## src/hw/rtl/sts_pkg.sv

```systemverilog
// -----------------------------------------------------------------------------
// sts_pkg
// Shared types, character codes and class helpers for the s-expression
// token scanner.
// -----------------------------------------------------------------------------
package sts_pkg;

    localparam int unsigned POS_BITS_DEF = 16;
    localparam int unsigned CNT_BITS     = 16;
    localparam int unsigned NUM_RES      = 3;

    // scan modes
    localparam logic [1:0] MODE_IDLE    = 2'd0;
    localparam logic [1:0] MODE_INT     = 2'd1;
    localparam logic [1:0] MODE_IDENT   = 2'd2;
    localparam logic [1:0] MODE_COMMENT = 2'd3;

    // token kinds
    localparam logic [2:0] KIND_LPAREN = 3'd0;
    localparam logic [2:0] KIND_RPAREN = 3'd1;
    localparam logic [2:0] KIND_INT    = 3'd2;
    localparam logic [2:0] KIND_IDENT  = 3'd3;
    localparam logic [2:0] KIND_END    = 3'd4;

    // configuration register indexes
    localparam logic CFG_FIRST_LINE   = 1'b0;
    localparam logic CFG_FIRST_COLUMN = 1'b1;

    localparam logic [15:0] FIRST_LINE_RST   = 16'd1;
    localparam logic [15:0] FIRST_COLUMN_RST = 16'd0;

    localparam logic [7:0] CH_LPAREN = 8'h28;
    localparam logic [7:0] CH_RPAREN = 8'h29;
    localparam logic [7:0] CH_SEMI   = 8'h3B;
    localparam logic [7:0] CH_MINUS  = 8'h2D;
    localparam logic [7:0] CH_UNDER  = 8'h5F;
    localparam logic [7:0] CH_NL     = 8'h0A;
    localparam logic [7:0] CH_TAB    = 8'h09;

    typedef struct packed {
        logic [2:0]  kind;
        logic [15:0] start_pos;
        logic [15:0] end_pos;
        logic [15:0] line_no;
        logic [15:0] col_no;
    } t_token;

    typedef struct packed {
        logic       vld;
        logic [1:0] cnt;
    } t_push;

    function automatic logic is_dig(input logic [7:0] b);
        return (b >= 8'h30) && (b <= 8'h39);
    endfunction

    function automatic logic is_let(input logic [7:0] b);
        return ((b >= 8'h61) && (b <= 8'h7A)) || ((b >= 8'h41) && (b <= 8'h5A));
    endfunction

    function automatic logic ident_more(input logic [7:0] b);
        return is_let(b) || is_dig(b) || (b == CH_UNDER) || (b == CH_MINUS);
    endfunction

    function automatic logic [15:0] cnt_inc(input logic [15:0] c);
        return (c == 16'hFFFF) ? c : c + 16'd1;
    endfunction

endpackage

```

## src/hw/rtl/sexpr_token_scanner.sv

```systemverilog
// A byte is taken into the input register; its token words are then loaded
// into the result bank and presented from there.
// Throughput: one byte per cycle while each byte yields at most one token and
// the output takes each word; a byte with more than one token stalls the input.
// Reset: i_rst_n is synchronous, active low; clears the scanner to idle,
// positions to 0, line/column registers to 1/0, and empties the result bank.
// -----------------------------------------------------------------------------
// sexpr_token_scanner
// Streaming s-expression lexer: one source byte in, tokens out.
// -----------------------------------------------------------------------------
module sexpr_token_scanner #(
    parameter int unsigned POS_BITS = sts_pkg::POS_BITS_DEF
) (
    input  logic        i_clk,
    input  logic        i_rst_n,
    input  logic        s_axis_tvalid,
    output logic        s_axis_tready,
    input  logic [7:0]  s_axis_tdata,   // [7:0] ch
    input  logic        s_axis_tlast,   // final_byte
    output logic        m_axis_tvalid,
    input  logic        m_axis_tready,
    output logic [63:0] m_axis_tdata,   // [15:0] start_pos, [31:16] end_pos,
                                        // [47:32] line_no, [63:48] col_no
    output logic [2:0]  m_axis_tuser,   // [2:0] kind
    output logic        m_axis_tlast,   // run_last
    input  logic        i_cfg_valid,
    output logic        o_cfg_ready,
    input  logic        i_cfg_index,
    input  logic [15:0] i_cfg_data
);

    sts_pkg::t_push  push;
    sts_pkg::t_token res [sts_pkg::NUM_RES];
    sts_pkg::t_token tok;
    logic            space;

    assign o_cfg_ready = 1'b1;

    sts_core #(
        .POS_BITS (POS_BITS)
    ) u_core (
        .i_clk       (i_clk),
        .i_rst_n     (i_rst_n),
        .i_in_valid  (s_axis_tvalid),
        .o_in_ready  (s_axis_tready),
        .i_ch        (s_axis_tdata),
        .i_final     (s_axis_tlast),
        .i_cfg_valid (i_cfg_valid),
        .i_cfg_index (i_cfg_index),
        .i_cfg_data  (i_cfg_data),
        .i_space     (space),
        .o_push      (push),
        .o_res       (res)
    );

    sts_res_buf u_buf (
        .i_clk   (i_clk),
        .i_rst_n (i_rst_n),
        .i_push  (push),
        .i_res   (res),
        .o_space (space),
        .o_valid (m_axis_tvalid),
        .i_ready (m_axis_tready),
        .o_tok   (tok),
        .o_last  (m_axis_tlast)
    );

    assign m_axis_tuser = tok.kind;
    assign m_axis_tdata = {tok.col_no, tok.line_no, tok.end_pos, tok.start_pos};

endmodule

```

## src/hw/rtl/sts_core.sv

```systemverilog
// -----------------------------------------------------------------------------
// sts_core
// Input byte register, scanner state and the per-byte token step. Produces up
// to three tokens per byte for the result buffer.
// -----------------------------------------------------------------------------
module sts_core #(
    parameter int unsigned POS_BITS = sts_pkg::POS_BITS_DEF
) (
    input  logic                        i_clk,
    input  logic                        i_rst_n,
    input  logic                        i_in_valid,
    output logic                        o_in_ready,
    input  logic [7:0]                  i_ch,
    input  logic                        i_final,
    input  logic                        i_cfg_valid,
    input  logic                        i_cfg_index,
    input  logic [15:0]                 i_cfg_data,
    input  logic                        i_space,
    output sts_pkg::t_push              o_push,
    output sts_pkg::t_token             o_res [sts_pkg::NUM_RES]
);

    localparam logic [POS_BITS-1:0] POS_MAX = {POS_BITS{1'b1}};

    logic                r_in_valid;
    logic [7:0]          r_ch;
    logic                r_fin;
    logic [1:0]          r_mode,  n_mode;
    logic [POS_BITS-1:0] r_pos,   n_pos;
    logic [POS_BITS-1:0] r_tok,   n_tok;
    logic [15:0]         r_line,  n_line;
    logic [15:0]         r_col,   n_col;
    logic [15:0]         r_first_line;
    logic [15:0]         r_first_col;

    logic                proceed;
    logic                accept;
    logic [1:0]          n_cnt;
    sts_pkg::t_token     res [sts_pkg::NUM_RES];

    function automatic logic [15:0] low16(input logic [POS_BITS-1:0] p);
        logic [31:0] w;
        w = 32'(p);
        return w[15:0];
    endfunction

    function automatic logic [POS_BITS-1:0] pos_inc(input logic [POS_BITS-1:0] p);
        return (p == POS_MAX) ? p : p + POS_BITS'(1);
    endfunction

    assign proceed    = r_in_valid && i_space;
    assign o_in_ready = !r_in_valid || proceed;
    assign accept     = i_in_valid && o_in_ready;

    always_comb begin
        logic                flush;
        logic [1:0]          mode1;
        logic [15:0]         line1;
        logic [15:0]         col1;
        logic [15:0]         col2;
        logic [POS_BITS-1:0] pos2;
        logic [1:0]          k;
        flush = ((r_mode == sts_pkg::MODE_INT)   && !sts_pkg::is_dig(r_ch)) ||
                ((r_mode == sts_pkg::MODE_IDENT) && !sts_pkg::ident_more(r_ch));
        k     = 2'd0;
        for (int i = 0; i < sts_pkg::NUM_RES; i++) begin
            res[i] = '0;
        end
        n_tok = r_tok;
        line1 = r_line;
        col1  = r_col;

        if (flush) begin
            res[k] = '{
                kind:      (r_mode == sts_pkg::MODE_INT) ? sts_pkg::KIND_INT
                                                         : sts_pkg::KIND_IDENT,
                start_pos: low16(r_tok),
                end_pos:   low16(r_pos),
                line_no:   r_line,
                col_no:    r_col};
            k = k + 2'd1;
        end

        if (flush || ((r_mode == sts_pkg::MODE_COMMENT) && (r_ch == sts_pkg::CH_NL))) begin
            mode1 = sts_pkg::MODE_IDLE;
        end else begin
            mode1 = r_mode;
        end
        n_mode = mode1;

        if (mode1 == sts_pkg::MODE_IDLE) begin
            if (r_ch == sts_pkg::CH_NL) begin
                line1 = sts_pkg::cnt_inc(r_line);
                col1  = 16'd0;
            end else if ((r_ch == sts_pkg::CH_LPAREN) || (r_ch == sts_pkg::CH_RPAREN)) begin
                res[k] = '{
                    kind:      (r_ch == sts_pkg::CH_LPAREN) ? sts_pkg::KIND_LPAREN
                                                            : sts_pkg::KIND_RPAREN,
                    start_pos: low16(r_pos),
                    end_pos:   low16(pos_inc(r_pos)),
                    line_no:   r_line,
                    col_no:    sts_pkg::cnt_inc(r_col)};
                k = k + 2'd1;
            end else if (r_ch == sts_pkg::CH_SEMI) begin
                n_mode = sts_pkg::MODE_COMMENT;
            end else if (sts_pkg::is_dig(r_ch) || (r_ch == sts_pkg::CH_MINUS)) begin
                n_mode = sts_pkg::MODE_INT;
                n_tok  = r_pos;
            end else if (sts_pkg::is_let(r_ch) || (r_ch == sts_pkg::CH_UNDER)) begin
                n_mode = sts_pkg::MODE_IDENT;
                n_tok  = r_pos;
            end
        end

        col2   = sts_pkg::cnt_inc(col1);
        pos2   = pos_inc(r_pos);
        n_line = line1;
        n_col  = col2;
        n_pos  = pos2;

        if (r_fin) begin
            if ((n_mode == sts_pkg::MODE_INT) || (n_mode == sts_pkg::MODE_IDENT)) begin
                res[k] = '{
                    kind:      (n_mode == sts_pkg::MODE_INT) ? sts_pkg::KIND_INT
                                                             : sts_pkg::KIND_IDENT,
                    start_pos: low16(n_tok),
                    end_pos:   low16(pos2),
                    line_no:   line1,
                    col_no:    col2};
                k = k + 2'd1;
            end
            res[k] = '{
                kind:      sts_pkg::KIND_END,
                start_pos: low16(pos2),
                end_pos:   low16(pos2),
                line_no:   line1,
                col_no:    col2};
            k = k + 2'd1;
            // restart for the next source
            n_mode = sts_pkg::MODE_IDLE;
            n_pos  = '0;
            n_tok  = '0;
            n_line = r_first_line;
            n_col  = r_first_col;
        end
        n_cnt = k;
    end

    assign o_push = '{vld: proceed, cnt: n_cnt};
    assign o_res  = res;

    always_ff @(posedge i_clk) begin
        if (accept) begin
            r_ch  <= i_ch;
            r_fin <= i_final;
        end
    end

    always_ff @(posedge i_clk) begin
        if (!i_rst_n) begin
            r_in_valid   <= 1'b0;
            r_mode       <= sts_pkg::MODE_IDLE;
            r_pos        <= '0;
            r_tok        <= '0;
            r_line       <= sts_pkg::FIRST_LINE_RST;
            r_col        <= sts_pkg::FIRST_COLUMN_RST;
            r_first_line <= sts_pkg::FIRST_LINE_RST;
            r_first_col  <= sts_pkg::FIRST_COLUMN_RST;
        end else begin
            if (accept) begin
                r_in_valid <= 1'b1;
            end else if (proceed) begin
                r_in_valid <= 1'b0;
            end

            if (i_cfg_valid) begin
                if (i_cfg_index == sts_pkg::CFG_FIRST_LINE) begin
                    r_first_line <= i_cfg_data;
                end else begin
                    r_first_col <= i_cfg_data;
                end
            end

            if (proceed) begin
                r_mode <= n_mode;
                r_pos  <= n_pos;
                r_tok  <= n_tok;
                r_line <= n_line;
                r_col  <= n_col;
            end else if (i_cfg_valid && (r_pos == '0)) begin
                // nothing consumed yet: the write also loads the live count
                if (i_cfg_index == sts_pkg::CFG_FIRST_LINE) begin
                    r_line <= i_cfg_data;
                end else begin
                    r_col <= i_cfg_data;
                end
            end
        end
    end

endmodule

```

## src/hw/rtl/sts_res_buf.sv

```systemverilog
// -----------------------------------------------------------------------------
// sts_res_buf
// Result register bank: holds the tokens of one byte and hands them out one
// word per handshake, marking the last one.
// -----------------------------------------------------------------------------
module sts_res_buf (
    input  logic             i_clk,
    input  logic             i_rst_n,
    input  sts_pkg::t_push   i_push,
    input  sts_pkg::t_token  i_res [sts_pkg::NUM_RES],
    output logic             o_space,
    output logic             o_valid,
    input  logic             i_ready,
    output sts_pkg::t_token  o_tok,
    output logic             o_last
);

    sts_pkg::t_token r_res [sts_pkg::NUM_RES];
    logic [1:0]      r_left;
    logic [1:0]      r_rd;
    logic            pop;

    assign o_valid = (r_left != 2'd0);
    assign pop     = o_valid && i_ready;
    assign o_space = (r_left == 2'd0) || ((r_left == 2'd1) && pop);
    assign o_tok   = r_res[r_rd];
    assign o_last  = (r_left == 2'd1);

    always_ff @(posedge i_clk) begin
        if (i_push.vld) begin
            r_res <= i_res;
        end
    end

    always_ff @(posedge i_clk) begin
        if (!i_rst_n) begin
            r_left <= 2'd0;
            r_rd   <= 2'd0;
        end else if (i_push.vld) begin
            r_left <= i_push.cnt;
            r_rd   <= 2'd0;
        end else if (pop) begin
            r_left <= r_left - 2'd1;
            r_rd   <= r_rd + 2'd1;
        end
    end

endmodule

```

## config.mk

```make
export PLATFORM = sky130hd
export DESIGN_NAME = sexpr_token_scanner
export DESIGN_NICKNAME = d
export VERILOG_FILES = /design/src/hw/rtl/sts_pkg.sv /design/src/hw/rtl/sexpr_token_scanner.sv /design/src/hw/rtl/sts_core.sv /design/src/hw/rtl/sts_res_buf.sv
export SDC_FILE = /design/constraint.sdc
export NUM_CORES = 1
export LEC_CHECK = 0
export BUFFER_PORTS_ARGS = -buffer_cell sky130_fd_sc_hd__buf_2
export CORE_ASPECT_RATIO = 1.75
export CORE_MARGIN = 4
export CORE_UTILIZATION = 25
export CTS_BUF_LIST = sky130_fd_sc_hd__clkbuf_2 sky130_fd_sc_hd__clkbuf_4 sky130_fd_sc_hd__clkbuf_8
export DETAILED_ROUTE_END_ITERATION = 6
export HOLD_SLACK_MARGIN = 0.05
export REMOVE_ABC_BUFFERS = 1
export SETUP_SLACK_MARGIN = 0.05
export SLEW_MARGIN = 20
export SYNTH_ARGS = -nofsm -noshare
export SYNTH_HDL_FRONTEND = slang
export SYNTH_SLANG_ARGS = --single-unit
```

## constraint.sdc

```tcl
create_clock -name i_clk -period 15.8 [get_ports i_clk]
set_clock_uncertainty 0.1 [all_clocks]
set_input_delay 0.79 -clock i_clk [delete_from_list [all_inputs] [get_ports i_clk]]
set_output_delay 0.79 -clock i_clk [all_outputs]
set_load 0.01 [all_outputs]
```

# After elaboration in Yosys (flattened, before gate mapping)
# Index checks and enable logic that the tools add are counted.
# op_classes
div,0
mul,0
bitwise,6
addsub,9
mux,65
n_reduce_logical,42
order_cmp,13
shift,0
eq_ne,17
# op_table
cell,n
$mux 201,6
$bwmux 201,3
$demux 67 s2,3
$mux 67,6
$mux 16,24
$bmux 67 s2,1
$add 16x1->16 const B,4
$eq 16x16->1 const B,4
$eq 8x6->1 const B,4
$mux 2,16
$ge 8x7->1 const B,2
$le 8x7->1 const B,2
$logic_not 16->1,1
$logic_and 1x1->1,14
$ge 3x3->1 const B,4
$logic_or 1x1->1,12
$reduce_bool 2->1,5
$lt 3x1->1 const B,3
$not 2->3,3
$eq 8x4->1 const B,1
$eq 8x7->1 const B,1
$ge 8x6->1 const B,1
$le 8x6->1 const B,1
$reduce_and 2->1,4
other kinds (12),27
# totals
ff_bits,313
ram_bits,0
romBits,0
word_cells,179
latch_bits,0
in_bits,31
n_memories,0

# Depth between registers and ports, before layout
# Gate-level depths: netlist (run 1).
# depth
depth_word,28
mapped_depth,21

# Hierarchy
# A second synthesis (run 1) with hierarchy kept.
# hier_totals
hier_cells,1847
area_unflattened_um2,17270.3
# by_module_without_submodules
module,cells_per_inst,area_each_um2,n_inst
sts_core,1394,9608.0,1
sts_res_buf,451,7651.1,1
sexpr_token_scanner,2,11.3,1

# Worst setup path before layout (run 1)
# OpenSTA, ideal clock, no wires.
# synth_path
path_kind,input-to-reg
startpoint,input m_axis_tready
endpoint,register u_core.r_pos[0]
required_time_ps,15572
cell_stages,7
path_slack_ps,7789
setup_ps,128
t_arrival_ps,7783
path_cell_list,a21oi_1 -> nand2b_1 -> clkinv_1 -> clkbuf_1 -> o21ai_0 -> a21oi_1 -> nor2_1
# synth_via
elab_chain_len,4
# synth_lines
item,line_no,source
start: declaration,sexpr_token_scanner.sv:21,"input logic m_axis_tready,"
$logic_and 1x1->1,sts_res_buf.sv:24,assign pop = o_valid && i_ready;
$logic_and 1x1->1,sts_res_buf.sv:25,assign o_space = (r_left == 2'd0) || ((r_left == 2'd1) && pop);
$logic_or 1x1->1,sts_res_buf.sv:25,
$logic_and 1x1->1,sts_core.sv:51,assign proceed = r_in_valid && i_space;
named net u_core.proceed,sts_core.sv:36,logic proceed;
end signal: assignment,sts_core.sv:186,r_pos <= n_pos;
end: declaration,sts_core.sv:29,"logic [POS_BITS-1:0] r_pos, n_pos;"
# The timed path passes the listed nets, and every way through them passes these cells.
# A chain may end at the register's enable or synchronous reset.

==> results of run 1 <==
[where the power goes]
group | total (µW) | switching (µW) | leakage (µW) | internal [µW]
logic | 476 | 323 | 0.00278 | 153
clock network | 693 | 322 | 0.000500 | 370
registers | 1060 | 69.0 | 0.00284 | 986
[through the flow]
stage	util	total power (µW)	hold WS (ps)
floorplan	-	1350	332
global placement	0.272	1550	342
finish	0.287	2220	290
CTS	0.287	2250	259
detailed placement	0.272	1560	348
global route	0.287	2330	251
[final timing paths]
check / startpoint / endpoint / slack (ps) / cells past startpoint
hold / removal: s_axis_tdata[7] / u_core.r_ch[7] / 290 / 1
setup / recovery: u_core.r_ch[2] / u_buf.r_res[193] / 9140 / 16
setup reg to reg: u_core.r_ch[2] / u_buf.r_res[193] / 9140 / 16
hold reg to reg: u_core.r_first_line[9] / u_core.r_first_line[9] / 360 / 2
[registers in the layout, summed over array words and instances, names as in the netlist, 2 cells and up]
name / count
u_core.r_tok: 16
u_core.r_mode: 2
u_buf.r_rd: 2
u_core.r_pos: 16
u_core.r_line: 16
u_core.r_first_line: 16
u_core.r_ch: 8
u_buf.r_left: 2
u_core.r_col: 16
u_core.r_first_col: 16
u_buf.r_res: 201
[layout make-up]
| type | count | area [µm²] | area share |
|---|---|---|---|
| Sequential cell | 313 | 8370 | 0.452 |
| Multi-Input combinational cell | 1229 | 7360 | 0.397 |
| Tap cell | 812 | 1020 | 0.0548 |
| Clock buffer | 63 | 779 | 0.0421 |
| Timing Repair Buffer | 126 | 696 | 0.0375 |
| Clock inverter | 20 | 180 | 0.00972 |
| Inverter | 31 | 124 | 0.00668 |
| Antenna cell | 1 | 2.50 | 0.000135 |
[synth_stat cells (5+ instances only)]
master       n  area [µm²]
nand2_1    261         980
edfxtp_1   210        6310
o21ai_0    188         941
nor2_1     151         567
clkbuf_1   109         409
dfxtp_1    103        2060
mux2i_1     98         981
a21oi_1     81         405
nand3_1     45         225
o22ai_1     36         225
inv_1       28         105
a221o_1     24         240
nor3_1      24         120
a22o_1      23         201
nand4_1     22         138
buf_2       19        95.1
o31ai_1     19         143
xnor2_1     19         166
and3_1      17         106
a221oi_1    15         131
ha_1        14         175
a31oi_1     11        68.8
o221ai_1    11        96.3
nor2b_1     10        62.6
xor2_1      10        87.6
and2_1       9        56.3
and4_1       9        78.8
buf_1        9        33.8
o211ai_1     9        67.6
o21a_1       9        67.6
a22oi_1      8        60.1
nor4_1       8        50.1
o2bb2ai_1    8        70.1
nand2b_1     7        43.8
buf_4        6        45.0
a211oi_1     5        37.5
[cell families after synthesis]
logic type,count (synthesis),synth area share
flip-flops,313,0.511
AO/OA/AOI/OAI,500,0.197
other,1,0.000229
buffers and inverters,174,0.0427
multiplexers,100,0.0612
adder cells (fa/ha/maj),14,0.0107
XOR/XNOR,29,0.0155
AND/OR/NAND/NOR,585,0.162
[per-layer routing]
layer / routed length, µm / GRT usage
met1: 20800 / 0.166
met2: 29400 / 0.281
met3: 2760 / 0.0222
met4: 2390 / 0.0733
met5: 0 / 0
==> key figures, run 1 <==
Synth
  • Asr flop ratio synth: 0
  • Gate Count Post-Synth: 1716
  • Seq/Total Area, Yosys: 0.511
  • Syn Area/Cell: 9.55 µm²
  • Ys flop type: edfxtp_1
  • Synthesis-stage register bit count: 313
  • Syn Std Cell Area: 16400 µm²
  • Yosys warnings: 0
  • Distinct cells, synth: 82
  • EDFF count, synth: 210

Die
  • Core Region: 64600 µm²
  • Die height: 347 µm
  • Initial core utilization: 0.254
  • Row cnt: 123
  • Io pins: 102
  • Die Area: 69900 µm²
  • Die Width: 202 µm

STA
  • Worst-margin pin slew: 1140 ps
  • Fmax achieved: 0.150 GHz
  • Pins Over Slew Limit: 0
  • Fin crit share: 0.421
  • Final Hold Viols: 0
  • Final TNS setup: 0 ps
  • Final Setup Violations: 0
  • RSZ-0062 raised after global routing: false
  • Final WS setup: 9140 ps
  • Slew margin rel.: 0.239
  • Crit path time final: 6660 ps

Worst setup path
  • Most common cell on crit path: ha_1
  • Worst path cell trace: o21ai_1, a22oi_1, o221ai_1, nand2_1, ha_1, nand2_1, a221oi_2, inv_1, ha_1, mux2i_1, ha_1, o21a_1, a21oi_2, buf_4, a21o_1, a221o_1
  • CP max FO: 20
  • Crit path capture type: flop
  • CP Launch Type: flop
  • Critical path buffer and inverter count: 2
  • Crit path max-delay family: compound AO/OA/AOI/OAI gates
  • Data required, critical path: 16020 ps
  • Delay of the slowest critical-path stage: 670 ps
  • Arrival @ worst endpoint: 6870 ps
  • Critical path class: flop to flop
  • Slowest cell on crit path: o21a_1

Global route
  • Initial antenna violation count: 2
  • Number of global-route vias before repair: 13900
  • Congestion Overflow GR: 0
  • First-pass GRT wire length: 83600 µm
  • Overall routing resource usage: 0.151
  • Pin count of the biggest net entering global routing: 138

Place
  • Dpl cells: 2511
  • GP Congestion: 0.895
  • PortBufs: 100
  • HPWL Detailed: 38400 µm
  • Placed cell area: 17600 µm²
  • Setup slack after placement: 9310 ps

CTS
  • CTS tree: done
  • Clk slew on worst S/H paths: 70 ps
  • CTS Buffer Depth: 3
  • CTS Root Cell: clkbuf_8
  • Cts repair resizes: 0
  • H-Tree Depth: 2
  • CTS sink count: 313
  • CTS Hold Bufs: 0
  • Post-CTS setup buffer count: 0
  • TritonCTS Buffers: 46
  • Clk_lat worst skew: 620 ps

Job
  • Max_cap viols: 0

Routing
  • 1st-iter DRT viols: 1267
  • DRT Pass-1 Iters: 6
  • Residual DRC: 0
  • Final wirelength: 55300 µm
  • Drt wl/cell: 21.3 µm
  • Final ANT Viol Nets: 0
  • Vias per cell: 5.36
  • Routed via count: 13900

Pwr
  • Pwr Density: 120 nW/µm²
  • Peak VDD IR: 0.0604 mV
  • Leakage power: 0.00612 µW

Final layout
  • Fin cells: 2595
  • Commonest non-fill, non-tap cell in the layout: nand2_1
  • Most frequent cells in the layout: 261 x nand2_1, 210 x edfxtp_1, 187 x o21ai_0
  • Area growth syn-to-layout: 13.1%
  • Share of cells above drive strength 1: 0.129
  • Fin area: 18500 µm²
  • # fillers: 6744
  • Nets@finish: 1792

Status
  • Outcome: finished, final reports clean

Worst hold path
  • Worst hold-check path type: input port to flop
No activity file was read; power rests on OpenSTA's default activity.
==> run 2, diff against run 1 <==
clock period = 6 ns   (was 15.8 ns; I/O delays follow)
==> run 2 against run 1 <==
Effect of this change:
- routed wire length is 2.3% higher
- utilization is 0.47 points higher
- cell count is 1.4% higher
- hold slack worse by 220 ps
- critical path type unchanged
- die area stayed put
- combinational power grew to 2.7 times the previous value
- via count is 1.3% higher
- sequential share of layout area is 0.73 points lower
- largest power group unchanged
- clock-buffer cell count is 2 lower
==> key figures, run 2 (synthesis gave the netlist of run 1 again) <==
Worst setup path
  • Crit path capture type: flop
  • Critical path buffer and inverter count: 2
  • Slowest cell on crit path: o221ai_1
  • Delay of the slowest critical-path stage: 600 ps
  • Reg-to-reg slack, setup: 600 ps
  • Data required, critical path: 6320 ps
  • Worst path cell trace: and2_1, o2111a_1, o221ai_1, nand2_1, ha_1, nand2_1, a221oi_2, inv_1, ha_1, mux2i_1, ha_1, o21ai_2, nand3_1, o21ai_0, buf_4, a21oi_1, o2bb2ai_1
  • Most common cell on crit path: ha_1
  • Worst r2r path cells: 17
  • CP max FO: 14
  • Critical path class: flop to flop
  • Crit path max-delay family: compound AO/OA/AOI/OAI gates
  • CP Launch Type: flop
  • Worst r2r dst: u_buf.r_res[184]
  • R2r startpoint: u_core.r_ch[0]
  • Arrival @ worst endpoint: 5730 ps

Final layout
  • Share of cells above drive strength 1: 0.133
  • Most frequent cells in the layout: 261 x nand2_1, 210 x edfxtp_1, 187 x o21ai_0
  • Max reg flops: 201
  • # fillers: 6779
  • Commonest non-fill, non-tap cell in the layout: nand2_1
  • Area growth syn-to-layout: 14.9%
  • Nets@finish: 1826
  • Top reg by flops: u_buf.r_res

STA
  • Crit path time final: 5400 ps
  • Final Setup Violations: 0
  • Final Hold Viols: 0
  • Worst-margin pin slew: 1200 ps
  • Final WS setup: 596 ps
  • RSZ-0062 raised after global routing: false
  • Fin crit share: 0.901
  • Fmax achieved: 0.185 GHz
  • Slew margin rel.: 0.195
  • Pins Over Slew Limit: 0

Worst hold path
  • Hold depth: 4
  • Worst hold-check path type: input port to flop
  • Min-delay src: i_cfg_index
  • Endpoint, Worst Hold: u_core.r_first_line[7]

Die
  • Die Width: 202 µm
  • Row cnt: 123
  • Die height: 347 µm
  • Die Area: 69900 µm²
  • Core Region: 64600 µm²
  • Initial core utilization: 0.254
  • Io pins: 102

Global route
  • Pin count of the biggest net entering global routing: 96
  • First-pass GRT wire length: 84900 µm
  • Overall routing resource usage: 0.154
  • Congestion Overflow GR: 0
  • Initial antenna violation count: 3
  • Number of global-route vias before repair: 14000

Routing
  • Final wirelength: 56500 µm
  • DRT Pass-1 Iters: 6
  • Routed via count: 14100
  • 1st-iter DRT viols: 1090
  • Drt wl/cell: 21.5 µm
  • Residual DRC: 0
  • Final ANT Viol Nets: 0
  • Vias per cell: 5.35

Pwr
  • Peak VDD IR: 0.135 mV
  • Total power draw: 5850 µW
  • Pwr Density: 311 nW/µm²
  • Leakage power: 0.00627 µW

Status
  • Outcome: finished, final reports clean

CTS
  • TritonCTS Buffers: 46
  • H-Tree Depth: 2
  • Clk_lat worst skew: 600 ps
  • CTS Buffer Depth: 3
  • CTS tree: done
  • CTS sink count: 313
  • Post-CTS setup buffer count: 0
  • CTS Root Cell: clkbuf_8
  • Clk slew on worst S/H paths: 70 ps

Place
  • Setup slack after placement: 716 ps
  • GP Congestion: 0.897
  • HPWL Detailed: 39500 µm
  • PortBufs: 100

Job
  • Max_cap viols: 0
[run 2: per-layer routing]
layer | share of wire | wire, µm | GRT usage | vias to the layer above
li1 | - | - | - | 6494
met1 | 0.37 | 20900 | 0.170 | 6866
met2 | 0.53 | 30200 | 0.293 | 568
met3 | 0.053 | 2980 | 0.0200 | 147
met4 | 0.043 | 2410 | 0.0652 | 2
met5 | 0.00023 | 13 | 0 | -
[run 2: cell type report]
class,instances,area (µm²),share of cell area
repair buffers,160,1030,0.0546
well taps,812,1020,0.0539
diodes,2,5.00,0.000266
inverters,31,124,0.00658
clock inverters,23,171,0.00910
clock buffers,61,771,0.0409
multi-input cells,1229,7350,0.390
flip-flops and latches,313,8370,0.445
[run 2: worst min-delay path, stage by stage]
cell and delay (ps):
buf_2 130, nor2b_2 140, nand2_1 100, a21oi_1 50
[run 2: worst max path at each step]
stage	cells after the start	end	slack, ps	start
after floorplan	8	u_core.r_mode[0]	-2770	u_buf.r_left[1]
after global placement	17	u_buf.r_res[187]	790	u_core.r_ch[0]
after detailed placement	17	u_buf.r_res[187]	720	u_core.r_ch[0]
after CTS	17	u_buf.r_res[184]	670	u_core.r_ch[0]
after global routing	17	u_buf.r_res[184]	290	u_core.r_ch[0]
final	17	u_buf.r_res[184]	600	u_core.r_ch[0]
[run 2: power breakdown]
group	switching (µW)	total (µW)	internal (µW)
logic	865	1280	418
registers	181	2780	2590
clock network	863	1790	932
[run 2: what timing repair did]
action                                  in CTS  in global routing
hold endpoints to repair                    60                  0
endpoints found under the setup margin       0                  0
gates resized for setup                      0                  0
hold buffers                                26                  0
[run 2: stage by stage]
| stage | area [µm²] | cells | TNS (ps) | utilization | hold slack (ps) |
|---|---|---|---|---|---|
| 2_1_floorplan | 15800 | 1573 | -468920 | - | 272 |
| 3_3_place_gp | 17600 | 2519 | 0 | 0.273 | 340 |
| 3_5_place_dp | 17600 | 2519 | 0 | 0.273 | 347 |
| 4_1_cts | 18800 | 2629 | 0 | 0.291 | 89.7 |
| 5_1_grt | 18800 | 2630 | 0 | 0.291 | 82.6 |
| 6_report | 18800 | 2631 | 0 | 0.291 | 67.5 |
==> run 3, diff against run 2 <==
ABC_AREA = 1   (was default)
CORE_ASPECT_RATIO = 0.7   (was 1.75)
CTS_BUF_LIST = sky130_fd_sc_hd__clkbuf_8   (was sky130_fd_sc_hd__clkbuf_2 sky130_fd_sc_hd__clkbuf_4 sky130_fd_sc_hd__clkbuf_8)
==> run 3 against run 2 <==
Effect of this change:
- clock power increased by 19%
- final area increased by 6.0%
- first-iteration DRC count increased by 49%
- clock-buffer cell count increased by 4
- via count increased by 11%
- hold slack improved by 220 ps
- global-route usage decreased by 0.37 points
- routed wire length decreased by 0.50%
- register-to-register slack improved by 410 ps
- synthesized cell count increased by 24%
- critical path depth increased by 5
==> key figures, run 3 <==
CTS
  • CTS Root Cell: clkbuf_8
  • CTS Buffer Depth: 3
  • Post-CTS setup buffer count: 0
  • Clk slew on worst S/H paths: 60 ps
  • Clk_lat worst skew: 660 ps
  • CTS sink count: 313
  • H-Tree Depth: 2
  • CTS tree: done
  • TritonCTS Buffers: 57

Synth
  • Asr flop ratio synth: 0
  • EDFF count, synth: 210
  • Gate Count Post-Synth: 2128
  • Syn Area/Cell: 8.06 µm²
  • List of most frequent post-synthesis cells: 323 x nand2_1, 279 x nor2_1, 251 x nand3_1
  • Yosys top cell by area: edfxtp_1
  • Yosys warnings: 0
  • Synth area leaders: edfxtp_1 37%, dfxtp_1 12%, nand3_1 7.3%, nand2_1 7.1%, nor2_1 6.1%
  • Seq/Total Area, Yosys: 0.488
  • Distinct cells, synth: 54
  • Yosys top cell area share: 0.368
  • Most common cell in the netlist: nand2_1
  • Ys flop type: edfxtp_1
  • Synthesis-stage register bit count: 313
  • Syn Std Cell Area: 17100 µm²

Status
  • Outcome: finished, final reports clean

Routing
  • DRT Pass-1 Iters: 6
  • Vias per cell: 4.95
  • Residual DRC: 0
  • Final wirelength: 56200 µm
  • Routed via count: 15600
  • Final ANT Viol Nets: 0
  • Drt wl/cell: 17.8 µm
  • 1st-iter DRT viols: 1627

STA
  • Fin crit share: 0.832
  • Slew margin rel.: 0.171
  • Fmax achieved: 0.200 GHz
  • RSZ-0062 raised after global routing: false
  • Final Setup Violations: 0
  • Final TNS setup: 0 ps
  • Pins Over Slew Limit: 0
  • Worst-margin pin slew: 1230 ps
  • Final Hold Viols: 0
  • Crit path time final: 4990 ps
  • Final WS setup: 1010 ps

Place
  • Placed cell area: 18500 µm²
  • HPWL Detailed: 37600 µm
  • Setup slack after placement: 1060 ps
  • GP Congestion: 0.908
  • PortBufs: 100
  • Dpl cells: 3026

Final layout
  • Nets@finish: 2257
  • ANT cells: 0
  • Fin cells: 3163
  • Max reg flops: 201
  • Share of cells above drive strength 1: 0.117
  • Area growth syn-to-layout: 16.4%
  • # fillers: 7317
  • Most frequent cells in the layout: 322 x nand2_1, 277 x nor2_1, 251 x nand3_1
  • Commonest non-fill, non-tap cell in the layout: nand2_1
  • Fin area: 20000 µm²
  • Top reg by flops: u_buf.r_res

Global route
  • Congestion Overflow GR: 0
  • Pin count of the biggest net entering global routing: 92
  • First-pass GRT wire length: 86000 µm
  • Initial antenna violation count: 1
  • Number of global-route vias before repair: 14300
  • Overall routing resource usage: 0.150

Die
  • Die Area: 72900 µm²
  • Initial core utilization: 0.252
  • Core Region: 68100 µm²
  • Die height: 227 µm
  • Io pins: 102
  • Die Width: 321 µm
  • Row cnt: 80

Worst setup path
  • Crit path capture type: flop
  • Arrival @ worst endpoint: 5350 ps
  • CP Launch Type: flop
  • Critical path class: flop to flop
  • CP max FO: 33
  • Data required, critical path: 6360 ps

Worst hold path
  • Worst hold-check path type: input port to flop

Job
  • Max_cap viols: 0

Pwr
  • Total power draw: 6960 µW
  • Peak VDD IR: 0.169 mV
  • Leakage power: 0.00743 µW
  • Pwr Density: 349 nW/µm²
## run 3: stage by stage
stage               hold slack, ps  utilization
finish                         288        0.293
global route                   272        0.293
CTS                            249        0.293
detailed placement             343        0.271
global placement               336        0.271
floorplan                      299            -
## run 3: what timing repair did
item	in CTS	in global routing
hold buffers	29	0
hold endpoints to repair	63	0
resized for setup	0	0
## run 3: final timing paths
kind / start / end / depth (start not counted) / slack, ps
worst max-delay path: u_core.r_ch[0] / u_buf.r_res[151] / 22 / 1010
worst min-delay path: s_axis_tdata[3] / u_core.r_ch[3] / 2 / 290
worst max register to register: u_core.r_ch[0] / u_buf.r_res[151] / 22 / 1010
worst min register to register: u_core.r_first_line[1] / u_core.r_first_line[1] / 2 / 350
## run 3: layer usage
metal	part of all wire	track usage
met3	0.091	0.0341
met2	0.40	0.210
met4	0.027	0.0476
met1	0.48	0.227
met5	0	0
## run 3: cell type report
type	count	area [µm²]	area share
Clock buffer	65	895	0.0448
Multi-Input combinational cell	1479	7460	0.374
Sequential cell	313	8370	0.419
Inverter	203	767	0.0384
Clock inverter	43	305	0.0153
Tap cell	902	1130	0.0565
Timing Repair Buffer	158	1030	0.0518
## run 3: critical path, stage by stage, from the launching register on
cell,delay (ps)
edfxtp_1,480
inv_1,160
nor2_1,60
nand2_1,60
nand2_1,80
nand2_2,480
nand3_4,200
o2111ai_4,380
nand3_1,210
o21ai_1,240
inv_1,70
ha_1,320
inv_1,130
nand2_1,60
o21ai_1,110
inv_1,90
ha_1,210
nand2_1,80
inv_1,100
nor2_4,150
buf_4,420
nand2_2,350
o22ai_1,230
## run 3: logic make-up (layout without fill, tap and decap cells)
logic type | after synthesis | in the layout | synth area share
compound gates | 483 | 483 | 0.164
buf+inv | 336 | 469 | 0.0779
xor+xnor | 23 | 23 | 0.0122
fa+ha+maj | 14 | 14 | 0.0102
other cells | 1 | 1 | 0.000219
simple gates | 958 | 958 | 0.247
flops | 313 | 313 | 0.488
## run 3: power breakdown
part | internal [µW] | total (µW) | switching [µW] | leakage [µW]
Clock | 1170 | 2130 | 956 | 0.000657
Combinational | 549 | 1950 | 1400 | 0.00392
Sequential | 2720 | 2880 | 165 | 0.00285
Total | 4440 | 6960 | 2520 | 0.00743
